<file path="src/sv/ptts_pkg.sv">
// ---------------------------------------------------------------------------
// ptts_pkg
// Constants, codes and shared types of the periodic task tick scheduler.
// ---------------------------------------------------------------------------
`default_nettype none

package ptts_pkg;

   localparam int SLOT_COUNT  = 8;
   localparam int SLOT_W      = (SLOT_COUNT > 1) ? $clog2(SLOT_COUNT) : 1;
   localparam int MAX_RESULTS = 8;
   localparam int DUE_CNT_W   = $clog2(MAX_RESULTS + 1);

   localparam int CMD_W       = 3;
   localparam int SLOT_IDX_W  = 8;
   localparam int PERIOD_W    = 16;
   localparam int TAG_W       = 8;
   localparam int TICK_STEP_W = 6;
   localparam int KIND_W      = 2;
   localparam int DUE_SLOT_W  = 3;

   typedef enum logic [CMD_W-1:0] {
      CMD_TICK,
      CMD_ADD,
      CMD_DELETE,
      CMD_SUSPEND,
      CMD_RESUME
   } cmd_type;

   typedef enum logic [KIND_W-1:0] {
      KIND_ADD_STATUS,
      KIND_ACK,
      KIND_DUE,
      KIND_IDLE
   } kind_type;

   typedef enum logic [1:0] {
      MODE_READY,
      MODE_WAITING,
      MODE_SUSPENDED
   } mode_type;

   typedef enum logic [1:0] {
      ST_IDLE,
      ST_TICK,
      ST_SEARCH,
      ST_FINISH
   } state_type;

   // controller -> datapath
   typedef struct packed {
      logic load;
      logic tick_walk;
      logic search_walk;
      logic finish;
   } ctrl_cmd_type;

   // datapath -> controller
   typedef struct packed {
      logic walk_last;
      logic tag_hit;
   } dp_status_type;

   // low bits of a slot number as reported on the due word
   function automatic logic [DUE_SLOT_W-1:0] due_slot_of(input logic [SLOT_W-1:0] idx);
      logic [31:0] wide;
      wide = 32'(idx);
      return wide[DUE_SLOT_W-1:0];
   endfunction

endpackage

`default_nettype wire

</file>
<file path="src/sv/ptts_ctrl.sv">
// ---------------------------------------------------------------------------
// ptts_ctrl
// Sequencer: accepts commands, runs the slot walk and the finish step.
// ---------------------------------------------------------------------------
`default_nettype none

module ptts_ctrl (
   input  logic                          clock,
   input  logic                          reset,
   input  logic                          start,
   input  logic [ptts_pkg::CMD_W-1:0]    req_cmd,
   input  ptts_pkg::dp_status_type       status,
   output ptts_pkg::ctrl_cmd_type        ctrl,
   output logic                          busy
);
   import ptts_pkg::*;

   state_type state_ff;
   state_type state_in;
   logic      accept;

   // finish drives only the result register and the slot it closes out, so a new word may enter there
   assign busy   = (state_ff == ST_TICK) || (state_ff == ST_SEARCH);
   assign accept = start && !busy;

   always_comb begin
      state_in = state_ff;
      unique case (state_ff)
         ST_IDLE, ST_FINISH: begin
            state_in = ST_IDLE;
            if (accept) begin
               unique case (cmd_type'(req_cmd))
                  CMD_TICK:                           state_in = ST_TICK;
                  CMD_ADD:                            state_in = ST_FINISH;
                  CMD_DELETE, CMD_SUSPEND, CMD_RESUME: state_in = ST_SEARCH;
                  default:                            state_in = ST_IDLE;
               endcase
            end
         end
         ST_TICK: begin
            if (status.walk_last) begin
               state_in = ST_FINISH;
            end
         end
         ST_SEARCH: begin
            if (status.tag_hit || status.walk_last) begin
               state_in = ST_FINISH;
            end
         end
         default: state_in = ST_IDLE;
      endcase
   end

   always_comb begin
      ctrl.load        = accept;
      ctrl.tick_walk   = (state_ff == ST_TICK);
      ctrl.search_walk = (state_ff == ST_SEARCH);
      ctrl.finish      = (state_ff == ST_FINISH);
   end

   always_ff @(posedge clock) begin
      if (reset) begin
         state_ff <= ST_IDLE;
      end else begin
         state_ff <= state_in;
      end
   end

endmodule

`default_nettype wire

</file>
<file path="src/sv/ptts_datapath.sv">
// ---------------------------------------------------------------------------
// ptts_datapath
// Slot table, walk counter, countdown arithmetic and result register.
// ---------------------------------------------------------------------------
`default_nettype none

module ptts_datapath (
   input  logic                                clock,
   input  logic                                reset,
   input  ptts_pkg::ctrl_cmd_type              ctrl,
   output ptts_pkg::dp_status_type             status,
   input  logic [ptts_pkg::CMD_W-1:0]          req_cmd,
   input  logic [ptts_pkg::SLOT_IDX_W-1:0]     req_slot_index,
   input  logic [ptts_pkg::PERIOD_W-1:0]       req_period_ms,
   input  logic [ptts_pkg::PERIOD_W-1:0]       req_first_delay_ms,
   input  logic [ptts_pkg::TAG_W-1:0]          req_task_tag,
   input  logic                                csr_write_en,
   input  logic [ptts_pkg::TICK_STEP_W-1:0]    csr_write_data,
   output logic                                rsp_strobe,
   output logic [ptts_pkg::KIND_W-1:0]         rsp_kind,
   output logic                                rsp_accepted,
   output logic [ptts_pkg::TAG_W-1:0]          rsp_due_tag,
   output logic [ptts_pkg::DUE_SLOT_W-1:0]     rsp_due_slot,
   output logic                                rsp_last
);
   import ptts_pkg::*;

   // held command word
   cmd_type                 cmd_ff, cmd_in;
   logic [SLOT_IDX_W-1:0]   slot_index_ff, slot_index_in;
   logic [PERIOD_W-1:0]     period_ff, period_in;
   logic [PERIOD_W-1:0]     delay_ff, delay_in;
   logic [TAG_W-1:0]        tag_ff, tag_in;

   logic [TICK_STEP_W-1:0]  step_ff, step_in;

   // walk state
   logic [SLOT_W-1:0]       cnt_ff, cnt_in;
   logic                    hit_valid_ff, hit_valid_in;
   logic [SLOT_W-1:0]       hit_idx_ff, hit_idx_in;
   logic                    pend_valid_ff, pend_valid_in;
   logic [TAG_W-1:0]        pend_tag_ff, pend_tag_in;
   logic [DUE_SLOT_W-1:0]   pend_slot_ff, pend_slot_in;
   logic [DUE_CNT_W-1:0]    due_cnt_ff, due_cnt_in;

   // slot table
   logic                    slot_used_ff [SLOT_COUNT];
   logic                    slot_used_in [SLOT_COUNT];
   logic [TAG_W-1:0]        slot_tag_ff  [SLOT_COUNT];
   logic [TAG_W-1:0]        slot_tag_in  [SLOT_COUNT];
   mode_type                slot_mode_ff [SLOT_COUNT];
   mode_type                slot_mode_in [SLOT_COUNT];
   logic [PERIOD_W-1:0]     slot_period_ff    [SLOT_COUNT];
   logic [PERIOD_W-1:0]     slot_countdown_ff [SLOT_COUNT];

   logic                    period_we;
   logic                    cd_we;
   logic [SLOT_W-1:0]       wr_idx;
   logic [PERIOD_W-1:0]     period_wdata;
   logic [PERIOD_W-1:0]     cd_wdata;

   // result register
   logic                    rsp_strobe_ff, rsp_strobe_in;
   kind_type                rsp_kind_ff, rsp_kind_in;
   logic                    rsp_accepted_ff, rsp_accepted_in;
   logic [TAG_W-1:0]        rsp_due_tag_ff, rsp_due_tag_in;
   logic [DUE_SLOT_W-1:0]   rsp_due_slot_ff, rsp_due_slot_in;
   logic                    rsp_last_ff, rsp_last_in;

   // slot under the walk pointer
   logic                    cur_used;
   logic [TAG_W-1:0]        cur_tag;
   mode_type                cur_mode;
   logic [PERIOD_W-1:0]     cur_period;
   logic [PERIOD_W-1:0]     cur_cd;
   logic [PERIOD_W-1:0]     step_ext;
   logic [PERIOD_W-1:0]     reload;
   logic [PERIOD_W-1:0]     cd_next;
   logic [SLOT_W-1:0]       add_slot;
   logic                    add_ok;
   logic                    due_room;

   assign cur_used   = slot_used_ff[cnt_ff];
   assign cur_tag    = slot_tag_ff[cnt_ff];
   assign cur_mode   = slot_mode_ff[cnt_ff];
   assign cur_period = slot_period_ff[cnt_ff];
   assign cur_cd     = slot_countdown_ff[cnt_ff];
   assign step_ext   = {{(PERIOD_W-TICK_STEP_W){1'b0}}, step_ff};
   assign reload     = cur_period - step_ext;
   assign cd_next    = cur_cd - step_ext;

   assign add_slot   = slot_index_ff[SLOT_W-1:0];
   assign add_ok     = (slot_index_ff < SLOT_IDX_W'(SLOT_COUNT)) && !slot_used_ff[add_slot];
   assign due_room   = (due_cnt_ff < DUE_CNT_W'(MAX_RESULTS));

   assign status.walk_last = (cnt_ff == SLOT_W'(SLOT_COUNT - 1));
   assign status.tag_hit   = (cur_tag == tag_ff);

   always_comb begin
      cmd_in          = cmd_ff;
      slot_index_in   = slot_index_ff;
      period_in       = period_ff;
      delay_in        = delay_ff;
      tag_in          = tag_ff;
      step_in         = step_ff;
      cnt_in          = cnt_ff;
      hit_valid_in    = hit_valid_ff;
      hit_idx_in      = hit_idx_ff;
      pend_valid_in   = pend_valid_ff;
      pend_tag_in     = pend_tag_ff;
      pend_slot_in    = pend_slot_ff;
      due_cnt_in      = due_cnt_ff;
      slot_used_in    = slot_used_ff;
      slot_tag_in     = slot_tag_ff;
      slot_mode_in    = slot_mode_ff;
      period_we       = 1'b0;
      cd_we           = 1'b0;
      wr_idx          = cnt_ff;
      period_wdata    = period_ff;
      cd_wdata        = cd_next;
      rsp_strobe_in   = 1'b0;
      rsp_kind_in     = rsp_kind_ff;
      rsp_accepted_in = rsp_accepted_ff;
      rsp_due_tag_in  = rsp_due_tag_ff;
      rsp_due_slot_in = rsp_due_slot_ff;
      rsp_last_in     = rsp_last_ff;

      if (csr_write_en) begin
         step_in = csr_write_data;
      end

      if (ctrl.load) begin
         cmd_in        = cmd_type'(req_cmd);
         slot_index_in = req_slot_index;
         period_in     = req_period_ms;
         delay_in      = req_first_delay_ms;
         tag_in        = req_task_tag;
         cnt_in        = '0;
         hit_valid_in  = 1'b0;
         pend_valid_in = 1'b0;
         due_cnt_in    = '0;
      end

      // one slot per cycle; a due word is held back one find so the
      // final one can carry last
      if (ctrl.tick_walk) begin
         cnt_in = cnt_ff + 1'b1;
         if (cur_used) begin
            if (cur_mode == MODE_READY) begin
               cd_we                = 1'b1;
               cd_wdata             = reload;
               slot_mode_in[cnt_ff] = MODE_WAITING;
               if (due_room) begin
                  if (pend_valid_ff) begin
                     rsp_strobe_in   = 1'b1;
                     rsp_kind_in     = KIND_DUE;
                     rsp_accepted_in = 1'b1;
                     rsp_due_tag_in  = pend_tag_ff;
                     rsp_due_slot_in = pend_slot_ff;
                     rsp_last_in     = 1'b0;
                  end
                  pend_valid_in = 1'b1;
                  pend_tag_in   = cur_tag;
                  pend_slot_in  = due_slot_of(cnt_ff);
                  due_cnt_in    = due_cnt_ff + 1'b1;
               end
            end else if (cur_mode == MODE_WAITING) begin
               cd_we    = 1'b1;
               cd_wdata = cd_next;
               if (cd_next == '0) begin
                  slot_mode_in[cnt_ff] = MODE_READY;
               end
            end
         end
      end

      if (ctrl.search_walk) begin
         cnt_in = cnt_ff + 1'b1;
         if (status.tag_hit) begin
            hit_valid_in = 1'b1;
            hit_idx_in   = cnt_ff;
         end
      end

      if (ctrl.finish) begin
         rsp_strobe_in   = 1'b1;
         rsp_accepted_in = 1'b1;
         rsp_due_tag_in  = '0;
         rsp_due_slot_in = '0;
         rsp_last_in     = 1'b1;
         unique case (cmd_ff)
            CMD_TICK: begin
               if (pend_valid_ff) begin
                  rsp_kind_in     = KIND_DUE;
                  rsp_due_tag_in  = pend_tag_ff;
                  rsp_due_slot_in = pend_slot_ff;
               end else begin
                  rsp_kind_in = KIND_IDLE;
               end
            end
            CMD_ADD: begin
               rsp_kind_in     = KIND_ADD_STATUS;
               rsp_accepted_in = add_ok;
               if (add_ok) begin
                  slot_used_in[add_slot] = 1'b1;
                  slot_tag_in[add_slot]  = tag_ff;
                  slot_mode_in[add_slot] = (delay_ff == '0) ? MODE_READY : MODE_WAITING;
                  period_we              = 1'b1;
                  cd_we                  = 1'b1;
                  wr_idx                 = add_slot;
                  period_wdata           = period_ff;
                  cd_wdata               = delay_ff;
               end
            end
            CMD_DELETE: begin
               rsp_kind_in = KIND_ACK;
               if (hit_valid_ff) begin
                  slot_used_in[hit_idx_ff] = 1'b0;
               end
            end
            CMD_SUSPEND: begin
               rsp_kind_in = KIND_ACK;
               if (hit_valid_ff) begin
                  slot_mode_in[hit_idx_ff] = MODE_SUSPENDED;
               end
            end
            CMD_RESUME: begin
               rsp_kind_in = KIND_ACK;
               if (hit_valid_ff) begin
                  slot_mode_in[hit_idx_ff] = MODE_READY;
               end
            end
            default: rsp_strobe_in = 1'b0;
         endcase
      end
   end

   always_ff @(posedge clock) begin
      if (reset) begin
         step_ff       <= TICK_STEP_W'(1);
         cnt_ff        <= '0;
         hit_valid_ff  <= 1'b0;
         pend_valid_ff <= 1'b0;
         due_cnt_ff    <= '0;
         rsp_strobe_ff <= 1'b0;
         slot_used_ff  <= '{default: 1'b0};
         slot_tag_ff   <= '{default: '0};
         slot_mode_ff  <= '{default: MODE_READY};
      end else begin
         step_ff       <= step_in;
         cnt_ff        <= cnt_in;
         hit_valid_ff  <= hit_valid_in;
         pend_valid_ff <= pend_valid_in;
         due_cnt_ff    <= due_cnt_in;
         rsp_strobe_ff <= rsp_strobe_in;
         slot_used_ff  <= slot_used_in;
         slot_tag_ff   <= slot_tag_in;
         slot_mode_ff  <= slot_mode_in;
      end
   end

   always_ff @(posedge clock) begin
      cmd_ff          <= cmd_in;
      slot_index_ff   <= slot_index_in;
      period_ff       <= period_in;
      delay_ff        <= delay_in;
      tag_ff          <= tag_in;
      hit_idx_ff      <= hit_idx_in;
      pend_tag_ff     <= pend_tag_in;
      pend_slot_ff    <= pend_slot_in;
      rsp_kind_ff     <= rsp_kind_in;
      rsp_accepted_ff <= rsp_accepted_in;
      rsp_due_tag_ff  <= rsp_due_tag_in;
      rsp_due_slot_ff <= rsp_due_slot_in;
      rsp_last_ff     <= rsp_last_in;
   end

   // period and countdown: one write port each, valid only once added
   always_ff @(posedge clock) begin
      if (period_we) begin
         slot_period_ff[wr_idx] <= period_wdata;
      end
      if (cd_we) begin
         slot_countdown_ff[wr_idx] <= cd_wdata;
      end
   end

   assign rsp_strobe   = rsp_strobe_ff;
   assign rsp_kind     = rsp_kind_ff;
   assign rsp_accepted = rsp_accepted_ff;
   assign rsp_due_tag  = rsp_due_tag_ff;
   assign rsp_due_slot = rsp_due_slot_ff;
   assign rsp_last     = rsp_last_ff;

endmodule

`default_nettype wire

</file>
<file path="src/sv/periodic_task_tick_scheduler.sv">
// ---------------------------------------------------------------------------
// periodic_task_tick_scheduler
// Tick: walks every slot (one slot per cycle), then a finish step in which the next word may start.
// Due words appear during the walk; the final word, flagged last, comes from the finish step.
// Add: goes straight to the finish step; a new word may start every cycle while busy is low.
// Delete/suspend/resume: id search stops at the first match or at the end of the table.
// Synchronous reset empties the table, zeroes the ids, sets tick_step to 1.
// ---------------------------------------------------------------------------
`default_nettype none

module periodic_task_tick_scheduler (
   input  logic                                clock,
   input  logic                                reset,
   // command channel
   input  logic                                start,
   output logic                                busy,
   input  logic [ptts_pkg::CMD_W-1:0]          req_cmd,
   input  logic [ptts_pkg::SLOT_IDX_W-1:0]     req_slot_index,
   input  logic [ptts_pkg::PERIOD_W-1:0]       req_period_ms,
   input  logic [ptts_pkg::PERIOD_W-1:0]       req_first_delay_ms,
   input  logic [ptts_pkg::TAG_W-1:0]          req_task_tag,
   // tick_step register
   input  logic                                csr_write_en,
   input  logic [ptts_pkg::TICK_STEP_W-1:0]    csr_write_data,
   // result channel, one word per strobe, no back-pressure
   output logic                                rsp_strobe,
   output logic [ptts_pkg::KIND_W-1:0]         rsp_kind,
   output logic                                rsp_accepted,
   output logic [ptts_pkg::TAG_W-1:0]          rsp_due_tag,
   output logic [ptts_pkg::DUE_SLOT_W-1:0]     rsp_due_slot,
   output logic                                rsp_last
);
   import ptts_pkg::*;

   ctrl_cmd_type  ctrl;
   dp_status_type status;

   // The controller sequences each word:
   //   tick   -> walk every slot in index order, then finish
   //   add    -> finish directly (write slot, report status)
   //   search -> walk until first id match or end of table, then finish
   // busy is only high during the walks; the finish cycle can take
   // the next word since it only touches the result register and the
   // slot being closed out.
   ptts_ctrl u_ctrl (
      .clock   (clock),
      .reset   (reset),
      .start   (start),
      .req_cmd (req_cmd),
      .status  (status),
      .ctrl    (ctrl),
      .busy    (busy)
   );

   // The datapath holds the slot table, the walk pointer, the countdown
   // subtractors and a one-deep pending due word, so that the last due
   // word of a tick can be flagged once the walk is over.
   ptts_datapath u_datapath (
      .clock              (clock),
      .reset              (reset),
      .ctrl               (ctrl),
      .status             (status),
      .req_cmd            (req_cmd),
      .req_slot_index     (req_slot_index),
      .req_period_ms      (req_period_ms),
      .req_first_delay_ms (req_first_delay_ms),
      .req_task_tag       (req_task_tag),
      .csr_write_en       (csr_write_en),
      .csr_write_data     (csr_write_data),
      .rsp_strobe         (rsp_strobe),
      .rsp_kind           (rsp_kind),
      .rsp_accepted       (rsp_accepted),
      .rsp_due_tag        (rsp_due_tag),
      .rsp_due_slot       (rsp_due_slot),
      .rsp_last           (rsp_last)
   );

endmodule

`default_nettype wire

</file>
<file path="config.mk">
export PLATFORM = sky130hd
export DESIGN_NAME = periodic_task_tick_scheduler
export DESIGN_NICKNAME = d
export VERILOG_FILES = /design/src/sv/ptts_pkg.sv /design/src/sv/ptts_ctrl.sv /design/src/sv/ptts_datapath.sv /design/src/sv/periodic_task_tick_scheduler.sv
export SDC_FILE = /design/constraint.sdc
export NUM_CORES = 1
export LEC_CHECK = 0
export BUFFER_PORTS_ARGS = -buffer_cell sky130_fd_sc_hd__clkbuf_2
export CAP_MARGIN = 20
export CORE_MARGIN = 2
export CORE_UTILIZATION = 53
export DETAILED_ROUTE_END_ITERATION = 7
export GPL_ROUTABILITY_DRIVEN = 0
export GPL_TIMING_DRIVEN = 0
export PLACE_DENSITY = 0.7
export SYNTH_ARGS = -nofsm -noshare
export SYNTH_HDL_FRONTEND = slang
export SYNTH_HIERARCHICAL = 1
export SYNTH_SLANG_ARGS = --single-unit
</file>
<file path="constraint.sdc">
create_clock -name clock -period 6.8 [get_ports clock]
set_input_delay 1.36 -clock clock [delete_from_list [all_inputs] [get_ports clock]]
set_output_delay 1.36 -clock clock [all_outputs]
set_load 0.02 [all_outputs]
</file>
==> impl_metrics.env, run 1 <==
export IMPL_syn_num_nets=1474
export IMPL_synthToLayoutAreaGrowth_pct=13.7
export IMPL_coreArea_um2=36300
export IMPL_grt_pass1_wl_um=71700
export IMPL_cts_tree="built"
export IMPL_setup_viol=0
export IMPL_cp_cell_sequence="buf_6 > buf_4 > buf_4 > buf_2 > buf_2 > buf_1 > mux4_2 > mux2i_1 > inv_1 > ha_1 > nor2b_1 > o21ai_0 > a21boi_0 > o31ai_1 > nand4_1 > xnor2_1 > mux2_2 > a21oi_1"
export IMPL_rsz0062_at_grt="no"
export IMPL_path_clk_slew_ns=0.06
export IMPL_reg2reg_depth=18
export IMPL_powerDensity_nw_per_um2=353
export IMPL_crit_required_ns=7.06
export IMPL_slowest_delay_ns=0.67
export IMPL_cp_max_fo=10
export IMPL_cts_resized=0
export IMPL_fin_crit_ns=6.08
export IMPL_start_util_pct=53.5
export IMPL_nets=1612
export IMPL_finClkSkew_ns=0.0254
export IMPL_avgSynthCellArea_um2=14.0
export IMPL_hpwlAfterDp_um=31600
export IMPL_dieHeight_um=196
export IMPL_grt_pass1_vias=12339
export IMPL_root_buffer="clkbuf_16"
export IMPL_place_inst=1952
export IMPL_die_area_um2=38200
export IMPL_finalHoldViolations=0
export IMPL_syn_inst=1393
export IMPL_finalCritPeriodShare_pct=89.5
export IMPL_startpoint_type="flop"
export IMPL_ctsHoldBuffers=0
export IMPL_cap_violations=0
export IMPL_antenna_cells=0
export IMPL_die_width_um=196
export IMPL_min_to="u_datapath/rsp_last$_SDFFE_PP1P_"
export IMPL_hold_class="flop to flop"
export IMPL_numCtsBuffers=45
export IMPL_ioPinCount=78
export IMPL_wl_um=46100
export IMPL_cts_max_level=2
export IMPL_synth_edf_count=333
export IMPL_pwr_share_clk_pct=30.6
export IMPL_whs_path_depth=2
export IMPL_status="complete, no violations"
export IMPL_r2r_end="u_datapath/slot_countdown_ff[3][11]$_DFFE_PP_"
export IMPL_peakVddDrop_uv=242
export IMPL_synth_top_cell_area_share_pct=51.4
export IMPL_global_route_usage_total_pct=24.6
export IMPL_ant_nets=0
export IMPL_synth_async_sr_flop_share_pct=0
export IMPL_drtIter0Drc=1303
export IMPL_num_vias=12278
export IMPL_pwr_share_seq_pct=44.1
export IMPL_syn_cell_area_um2=19400
export IMPL_r2r_setup_slack_ns=0.72
export IMPL_io_buffers=76
export IMPL_antenna_found_initial=0
export IMPL_fin_setup_tns_ns=0
export IMPL_layout_drive_gt1_share_pct=20.3
export IMPL_num_rows=70
export IMPL_drc_errors=0
export IMPL_yosys_area_top_type="edfxtp_1"
export IMPL_ys_ff_latch=445
export IMPL_layout_commonest_cell="edfxtp_1"
export IMPL_fmax_ghz=0.164
export IMPL_swShare_pct=30.4
export IMPL_routedWlPerCell_um=22.7
export IMPL_ys_seq_area_share_pct=63.0
export IMPL_worstHoldStart="u_datapath/rsp_last$_SDFFE_PP1P_"
export IMPL_post_cts_buffers=0
export IMPL_p_leak_uw=0.00734
export IMPL_critPathCaptureType="flop"
export IMPL_cp_slowest_cell="o31ai_1"
export IMPL_pwr_share_comb_pct=25.3
export IMPL_clock_latency_ns=0.57
export IMPL_dr_pass1_iters=7
export IMPL_slew_headroom_pct=28.8
export IMPL_report_final_slew_viol_count=0
export IMPL_path_class="flop to flop"
export IMPL_ys_warnings_count=6
export IMPL_layout_common_cells="edfxtp_1 (333), nor2_1 (139), dfxtp_1 (112)"
export IMPL_cp_arrival_ns=6.34
export IMPL_worstMarginPinSlew_ns=1.06
export IMPL_synthTopCellsByArea="edfxtp_1 (51%), dfxtp_1 (12%), mux4_2 (8.2%)"
export IMPL_nFillCells=2725
export IMPL_internal_power_uw=5440
export IMPL_finalNonFillerCells=2030
export IMPL_power_switching_uw=2370
export IMPL_grt_max_degree=57
export IMPL_synth_cell_types=86
export IMPL_overflow=0
export IMPL_clockBufferDepth=3
export IMPL_synthFlopType="edfxtp_1"
export IMPL_cts_sinks=445
export IMPL_vias_per_cell=6.05
## cells by family (layout without fill, tap and decap cells)
group / after synthesis / in the layout / share of synthesized area (%)
muxes: 191 / 191 / 14.9
buffers and inverters: 107 / 276 / 2.62
AOI/OAI and AO/OA: 207 / 207 / 6.86
adders and majority gates: 20 / 20 / 1.36
DFF: 445 / 445 / 63.0
xor gates and xnor gates: 28 / 28 / 1.30
and+or+nand+nor: 395 / 395 / 10.0
## how the worst max path moves through the flow
stage,start,end,slack (ns),cells past startpoint
4_1_cts,flop,u_datapath/slot_countdown_ff[3][11]$_DFFE_PP_,0.72,18
3_5_place_dp,flop,u_datapath/slot_countdown_ff[6][11]$_DFFE_PP_,0.74,18
5_1_grt,flop,u_datapath/slot_countdown_ff[3][11]$_DFFE_PP_,0.28,18
3_3_place_gp,flop,u_datapath/slot_countdown_ff[0][11]$_DFFE_PP_,0.91,18
2_1_floorplan,flop,u_datapath/slot_countdown_ff[0][15]$_DFFE_PP_,2.30,18
6_report,flop,u_datapath/slot_countdown_ff[3][11]$_DFFE_PP_,0.72,18
## sequential cells by signal, indices dropped and copies added, names as in the netlist, 3 cells and up, named ones only
register / flops
u_datapath/slot_mode_ff: 16
u_datapath/pend_slot_ff: 3
u_datapath/slot_countdown_ff: 128
u_datapath/period_ff: 16
u_datapath/tag_ff: 8
u_datapath/due_cnt_ff: 4
u_datapath/hit_idx_ff: 3
u_datapath/delay_ff: 16
u_datapath/rsp_due_slot: 3
u_datapath/slot_period_ff: 128
u_datapath/pend_tag_ff: 8
u_datapath/cmd_ff: 3
u_datapath/cnt_ff: 3
u_datapath/rsp_due_tag: 8
u_datapath/step_ff: 6
u_datapath/slot_used_ff: 8
u_datapath/slot_index_ff: 8
u_datapath/slot_tag_ff: 64
## cells in the mapped netlist (17+ instances only)
cell type	n
edfxtp_1	333
nor2_1	152
dfxtp_1	112
mux2i_1	93
nand2_1	93
mux4_2	71
a21oi_1	63
o21ai_0	48
clkbuf_1	46
inv_1	25
nand3_1	23
mux2_2	21
nor3_1	19
ha_1	18
xor2_1	18
and2_1	17
buf_2	17
## per-stage QoR
stage               setup slack [ns]  util, %  total power [µW]  hold WS, ns  area, µm²
finish                         0.716     60.8              7810        0.443      22100
global route                   0.285     60.8              8140        0.466      22100
CTS                            0.721     60.8              7850        0.447      22100
detailed placement             0.740     56.9              5450        0.437      20700
global placement               0.912     56.1              5400        0.433      20400
floorplan                       2.30        -              4850        0.442      19400
## layer usage
metal	GRT usage (%)	routed length, µm	vias up
met5	0	0	-
met4	8.93	1390	0
met3	4.25	3400	96
met2	38.8	21500	488
met1	34.7	19800	6118
li1	-	-	5576
## worst max-delay path, delay by kind of cell (launching register included)
kind / cells / cell delay [ns]
muxes: 3 / 0.92
AOI/OAI and AO/OA: 4 / 1.62
and+or+nand+nor: 2 / 0.35
adders and majority gates: 1 / 0.26
DFF: 1 / 0.33
buffers and inverters: 7 / 2.12
xor gates and xnor gates: 1 / 0.18
## power groups by stage
stage	logic (µW)	clock network, µW	registers, µW
6_report	1970	2390	3450
4_1_cts	1960	2440	3450
3_3_place_gp	1910	0	3490
5_1_grt	2140	2540	3460
3_5_place_dp	1950	0	3500
2_1_floorplan	1390	0	3460
## cell type report
class / instances / area, µm² / share of cell area, %
flip-flops and latches: 445 / 12200 / 55.4
multi-input cells: 841 / 6730 / 30.4
clock buffers: 57 / 1190 / 5.39
repair buffers: 91 / 624 / 2.82
well taps: 468 / 586 / 2.65
plain buffers: 82 / 417 / 1.89
clock inverters: 21 / 219 / 0.991
inverters: 25 / 93.8 / 0.425
Power figures use the tool's default switching activity.
==> inputs of run 2 (changes only) <==
Settings changed: ABC_AREA set to 1.
==> run 2 against run 1 <==
Combinational power is 3% higher. Global-route usage is 2.2 points higher. Synthesized cell count is 44% higher. Power hardly changed. Setup slack better by 0.47 ns. Utilization hardly changed. Die area is 0.66% higher. Final area is 0.55% higher. Wire length is 10% higher. Clock skew is 0.0048 ns lower. Count of clock-buffer cells in the layout is 5 higher. Area after synthesis is 0.67% higher. Largest cell class unchanged. Largest power group unchanged. Highest routed layer unchanged.
==> impl_metrics.env, run 2 <==
export IMPL_num_vias=15118
export IMPL_cts_resized=0
export IMPL_dr_pass1_iters=6
export IMPL_hold_class="flop to flop"
export IMPL_overflow=0
export IMPL_synth_top_cell_area_share_pct=51.1
export IMPL_ctsHoldBuffers=0
export IMPL_numCtsBuffers=46
export IMPL_die_area_um2=38500
export IMPL_peakVddDrop_uv=377
export IMPL_yosysMostFrequentCell="nor2_1"
export IMPL_fin_setup_tns_ns=0
export IMPL_path_class="flop to flop"
export IMPL_start_util_pct=53.6
export IMPL_dr_wl_met2_um=24600
export IMPL_status="complete, no violations"
export IMPL_crit_required_ns=7.07
export IMPL_clockBufferDepth=3
export IMPL_ys_seq_area_share_pct=62.5
export IMPL_layout_commonest_cell="nor2_1"
export IMPL_finalCritPeriodShare_pct=82.6
export IMPL_root_buffer="clkbuf_16"
export IMPL_startpoint_type="flop"
export IMPL_synth_cell_types=55
export IMPL_nets=2235
export IMPL_top_layer="met4"
export IMPL_cts_sinks=445
export IMPL_total_power_uw=7800
export IMPL_synthToLayoutAreaGrowth_pct=13.6
export IMPL_report_final_slew_viol_count=0
export IMPL_syn_num_nets=2093
export IMPL_grt_pass1_vias=14398
export IMPL_cp_arrival_ns=5.89
export IMPL_powerDensity_nw_per_um2=351
export IMPL_coreArea_um2=36500
export IMPL_worstMarginPinSlew_ns=0.877
export IMPL_drtIter0Drc=1785
export IMPL_synth_edf_count=333
export IMPL_ys_warnings_count=6
export IMPL_finClkSkew_ns=0.0206
export IMPL_avgSynthCellArea_um2=9.73
export IMPL_fmax_ghz=0.178
export IMPL_reg_top3="u_datapath/slot_countdown_ff (128), u_datapath/slot_period_ff (128), u_datapath/slot_tag_ff (64)"
export IMPL_synthTopCellsByArea="edfxtp_1 (51%), dfxtp_1 (11%), nor2_1 (7.2%)"
export IMPL_cts_max_level=2
export IMPL_grt_pass1_wl_um=79300
export IMPL_antenna_found_initial=0
export IMPL_final_area_um2=22200
export IMPL_layout_drive_gt1_share_pct=11.8
export IMPL_drc_errors=0
export IMPL_global_route_usage_total_pct=26.8
export IMPL_fin_crit_ns=5.62
export IMPL_hpwlAfterDp_um=35600
export IMPL_die_width_um=196
export IMPL_setup_viol=0
export IMPL_cp_max_fo=10
export IMPL_rsz0062_at_grt="no"
export IMPL_routedWlPerCell_um=19.2
export IMPL_wl_um=51000
export IMPL_io_buffers=77
export IMPL_antenna_cells=0
export IMPL_clock_latency_ns=0.58
export IMPL_slew_headroom_pct=40.9
export IMPL_cts_tree="built"
export IMPL_finalNonFillerCells=2659
export IMPL_dieHeight_um=196
export IMPL_synth_async_sr_flop_share_pct=0
export IMPL_p_leak_uw=0.00846
export IMPL_wl_met3_um=3940
export IMPL_syn_inst=2012
export IMPL_ant_nets=0
export IMPL_ys_ff_latch=445
export IMPL_synth_common_cells="nor2_1 (378), edfxtp_1 (333), nand2_1 (306), o21ai_0 (201), inv_1 (188)"
export IMPL_grt_max_degree=54
export IMPL_path_clk_slew_ns=0.06
export IMPL_place_inst=2574
export IMPL_layout_common_cells="nor2_1 (362), edfxtp_1 (333), nand2_1 (306)"
export IMPL_critPathCaptureType="flop"
export IMPL_synthFlopType="edfxtp_1"
export IMPL_post_cts_buffers=0
export IMPL_num_rows=70
export IMPL_syn_cell_area_um2=19600
export IMPL_yosys_area_top_type="edfxtp_1"
export IMPL_place_ws_ns=1.25
export IMPL_cap_violations=0
export IMPL_finalHoldViolations=0
export IMPL_wl_met1_um=20800
export IMPL_vias_per_cell=5.69
export IMPL_ioPinCount=78
export IMPL_place_area_um2=20800
export IMPL_setup_ws_ns=1.18
==> run 2: cell types whose count changed after synthesis, moves of 17 or more <==
cell,before,now
mux2_2,21,0
mux2i_1,93,3
nand2_1,93,306
and2_1,17,0
o22ai_1,3,45
nor2_1,152,378
nand3_1,23,99
o21ai_0,48,201
mux4_2,71,0
inv_2,0,17
inv_1,25,188
o21ai_1,2,28
==> run 2: metal layers <==
metal | GRT usage (%) | vias to the layer above
met5 | 0 | -
li1 | - | 7143
met2 | 45.4 | 678
met4 | 10.3 | 0
met1 | 35.3 | 7174
met3 | 3.56 | 123
==> run 2: worst max-delay path, stage by stage, from the launching register on <==
cell and delay (ns):
dfxtp_1 0.49, buf_2 0.38, buf_2 0.28, clkbuf_1 0.39, clkbuf_1 0.54, o21ai_0 0.22
o221ai_1 0.22, o21ai_0 0.19, ha_1 0.31, fa_1 0.44, o21ai_0 0.25, nand2_1 0.10
a21boi_0 0.28, nor2_1 0.07, nand2_1 0.13, nor3_2 0.06, nand2_1 0.10, nor2_1 0.08
a21o_1 0.17, nand2_1 0.06, nor2_1 0.04, o22ai_1 0.50
==> run 2: path summary, 6_finish.rpt <==
kind / startpoint / end / slack, ns / cells past startpoint
setup reg to reg: flop / u_datapath/slot_countdown_ff[6][12]$_DFFE_PP_ / 1.18 / 21
hold / removal: u_datapath/rsp_last$_SDFFE_PP1P_ / u_datapath/rsp_last$_SDFFE_PP1P_ / 0.45 / 2
setup / recovery: flop / u_datapath/slot_countdown_ff[6][12]$_DFFE_PP_ / 1.18 / 21
hold reg to reg: u_datapath/rsp_last$_SDFFE_PP1P_ / u_datapath/rsp_last$_SDFFE_PP1P_ / 0.45 / 2
==> run 2: cell type report <==
class / count / area, µm²
Clock inverter: 23 / 151
Multi-Input combinational cell: 1275 / 6190
Timing Repair Buffer: 94 / 631
Fill cell: 3023 / 14300
Sequential cell: 445 / 12200
Inverter: 208 / 783
Tap cell: 468 / 586
Buffer: 84 / 398
Clock buffer: 62 / 1240
==> run 2: report_power, final <==
group / internal [µW] / switching, µW / total [µW]
sequential: 3310 / 120 / 3430
combinational: 581 / 1440 / 2020
clock: 1330 / 1030 / 2360
==> run 2: per-stage QoR <==
step / hold slack [ns] / utilization [%]
detailed placement: 0.439 / 57.0
global route: 0.464 / 60.8
floorplan: 0.430 / -
global placement: 0.435 / 56.2
CTS: 0.450 / 60.8
finish: 0.446 / 60.8
==> run 2: kinds of logic after synthesis <==
family	Yosys count	synth area share (%)
adder cells (fa/ha/maj)	20	1.36
flip-flops	445	62.5
multiplexers	3	0.153
buffers and inverters	292	6.04
AO/OA/AOI/OAI	397	11.6
XOR/XNOR	16	0.716
AND/OR/NAND/NOR	839	17.6
==> inputs of run 3 (changes only) <==
Settings changed: PLACE_DENSITY 0.7 to 0.73.
Clock period 6.8 ns to 4.6 ns, I/O delays scaled along.
==> run 3 against run 2 <==
Die area unchanged. Hold slack improved by 0.012 ns. Clock skew increased by 0.0075 ns. Power increased by 53%. Non-clock buffer count decreased by 7. Largest cell class unchanged. Largest power group unchanged.
==> impl_metrics.env, run 3 (synthesis results as in run 2) <==
export IMPL_finClkSkew_ns=0.0280
export IMPL_fin_setup_tns_ns=0
export IMPL_numCtsBuffers=46
export IMPL_cp_arrival_ns=4.60
export IMPL_layout_drive_gt1_share_pct=12.7
export IMPL_finalNonFillerCells=2648
export IMPL_coreArea_um2=36500
export IMPL_fmax_ghz=0.230
export IMPL_cpLargestDelayFamily="compound AO/OA/AOI/OAI gates"
export IMPL_cts_sinks=445
export IMPL_wl_um=50300
export IMPL_r2r_setup_slack_ns=0.25
export IMPL_nets=2228
export IMPL_post_cts_buffers=0
export IMPL_start_util_pct=53.6
export IMPL_root_buffer="clkbuf_16"
export IMPL_setup_ws_ns=0.250
export IMPL_cts_tree="built"
export IMPL_report_final_slew_viol_count=0
export IMPL_clock_latency_ns=0.58
export IMPL_slowest_delay_ns=0.45
export IMPL_final_area_um2=22400
export IMPL_vias_per_cell=5.66
export IMPL_peakVddDrop_uv=512
export IMPL_fin_crit_ns=4.35
export IMPL_place_ws_ns=-0.842
export IMPL_grt_max_degree=54
export IMPL_cap_violations=0
export IMPL_grt_pass1_wl_um=77200
export IMPL_slew_headroom_pct=36.2
export IMPL_finalCritPeriodShare_pct=94.6
export IMPL_dr_pass1_iters=8
export IMPL_num_rows=70
export IMPL_status="complete, no violations"
export IMPL_clockBufferDepth=3
export IMPL_global_route_usage_total_pct=26.1
export IMPL_fin_util_pct=61.4
export IMPL_reg2reg_depth=20
export IMPL_rsz0062_at_grt="no"
export IMPL_layout_commonest_cell="nor2_1"
export IMPL_synthToLayoutAreaGrowth_pct=14.6
export IMPL_routedWlPerCell_um=19.0
export IMPL_ioPinCount=78
export IMPL_crit_required_ns=4.85
export IMPL_setup_viol=0
export IMPL_place_area_um2=20800
export IMPL_path_clk_slew_ns=0.06
export IMPL_drc_errors=0
export IMPL_worstHoldStart="u_datapath/slot_tag_ff[38]$_SDFFE_PP0P_"
export IMPL_path_buf_inv=3
export IMPL_grt_pass1_vias=14109
export IMPL_worstMarginPinSlew_ns=0.957
export IMPL_powerDensity_nw_per_um2=531
export IMPL_layout_common_cells="nor2_1 (362), edfxtp_1 (333), nand2_1 (306)"
export IMPL_cp_max_fo=19
export IMPL_reg_top3="u_datapath/slot_countdown_ff (128), u_datapath/slot_period_ff (128), u_datapath/slot_tag_ff (64)"
export IMPL_hold_class="flop to flop"
export IMPL_die_area_um2=38500
export IMPL_io_buffers=77
export IMPL_cts_max_level=2
export IMPL_antenna_found_initial=0
export IMPL_num_vias=14981
export IMPL_die_width_um=196
export IMPL_ant_nets=0
export IMPL_cp_slowest_cell="dfxtp_2"
export IMPL_cp_cell_sequence="buf_6 > buf_6 > clkbuf_2 > o21ai_0 > o221ai_1 > o21ai_0 > ha_1 > fa_1 > o21ai_0 > nand2_1 > a21boi_0 > nor2_1 > nand2_1 > nor3_2 > nand2_1 > nor2_1 > a21oi_1 > nand2_1 > o211ai_1 > o21ai_2"
export IMPL_overflow=0
export IMPL_antenna_cells=0
export IMPL_r2r_end="u_datapath/slot_countdown_ff[4][14]$_DFFE_PP_"
export IMPL_startpoint_type="flop"
export IMPL_critPathCaptureType="flop"
export IMPL_min_to="u_datapath/slot_tag_ff[38]$_SDFFE_PP0P_"
export IMPL_p_leak_uw=0.00854
export IMPL_place_inst=2574
export IMPL_crit_top_cell="nand2_1"
export IMPL_drtIter0Drc=1486
export IMPL_whs_path_depth=2
export IMPL_hpwlAfterDp_um=35100
export IMPL_path_class="flop to flop"
export IMPL_dieHeight_um=196
export IMPL_finalHoldViolations=0
[run 3: cell count changes in the layout (fill, tap and decap cells not counted), moves of 3 or more]
cell / before / now
clkbuf_4: 0 / 4
buf_2: 28 / 18
buf_6: 4 / 8
clkbuf_2: 79 / 82
clkinv_1: 10 / 7
bufinv_16: 1 / 7
clkbuf_1: 51 / 34
[run 3: power breakdown]
part           switching, µW  internal (µW)
logic                   2140            905
clock network           1550           2240
registers                191           4890
[run 3: layout make-up]
| class | instances | area (µm²) |
|---|---|---|
| Fill cell | 2926 | 14100 |
| Sequential cell | 445 | 12200 |
| Multi-Input combinational cell | 1275 | 6220 |
| Clock buffer | 53 | 1180 |
| Inverter | 208 | 788 |
| Timing Repair Buffer | 94 | 627 |
| Tap cell | 468 | 586 |
| Buffer | 77 | 438 |
| Clock inverter | 28 | 345 |
[run 3: worst min-delay path, cell delays in order (launching register included)]
cell     delay (ns)
dfxtp_1        0.30
inv_1          0.06
a21oi_1        0.06
[run 3: worst max path at each step]
stage	endpoint	slack, ns	cells after the start
floorplan	u_datapath/slot_countdown_ff[0][12]$_DFFE_PP_	0.63	23
global placement	u_datapath/slot_countdown_ff[7][12]$_DFFE_PP_	-0.73	21
detailed placement	u_datapath/slot_countdown_ff[0][12]$_DFFE_PP_	-0.84	23
CTS	u_datapath/slot_mode_ff[8]$_SDFF_PP0_	0.002	23
global route	u_datapath/slot_mode_ff[12]$_SDFF_PP0_	0.01	21
finish	u_datapath/slot_countdown_ff[4][14]$_DFFE_PP_	0.25	20
[run 3: metrics by stage]
stage	total power (µW)	hold slack, ns
3_5_place_dp	8070	0.448
3_3_place_gp	7980	0.436
2_1_floorplan	7110	0.430
6_report	11900	0.458
4_1_cts	11900	0.457
5_1_grt	12400	0.478
[run 3: metal layers]
metal	part of all wire [%]	vias up	track usage [%]	wire length [µm]
li1	-	7145	-	-
met1	40	7047	33.2	19900
met2	49	678	44.7	24600
met3	8.4	111	4.52	4220
met4	3.1	0	10.0	1580
met5	0	-	0	0
[run 3: what timing repair did]
action | CTS | global route
hold buffers | 0 | 0
setup endpoints to repair | 112 | 80
resized for setup | 24 | 24
hold endpoints to repair | 0 | 0
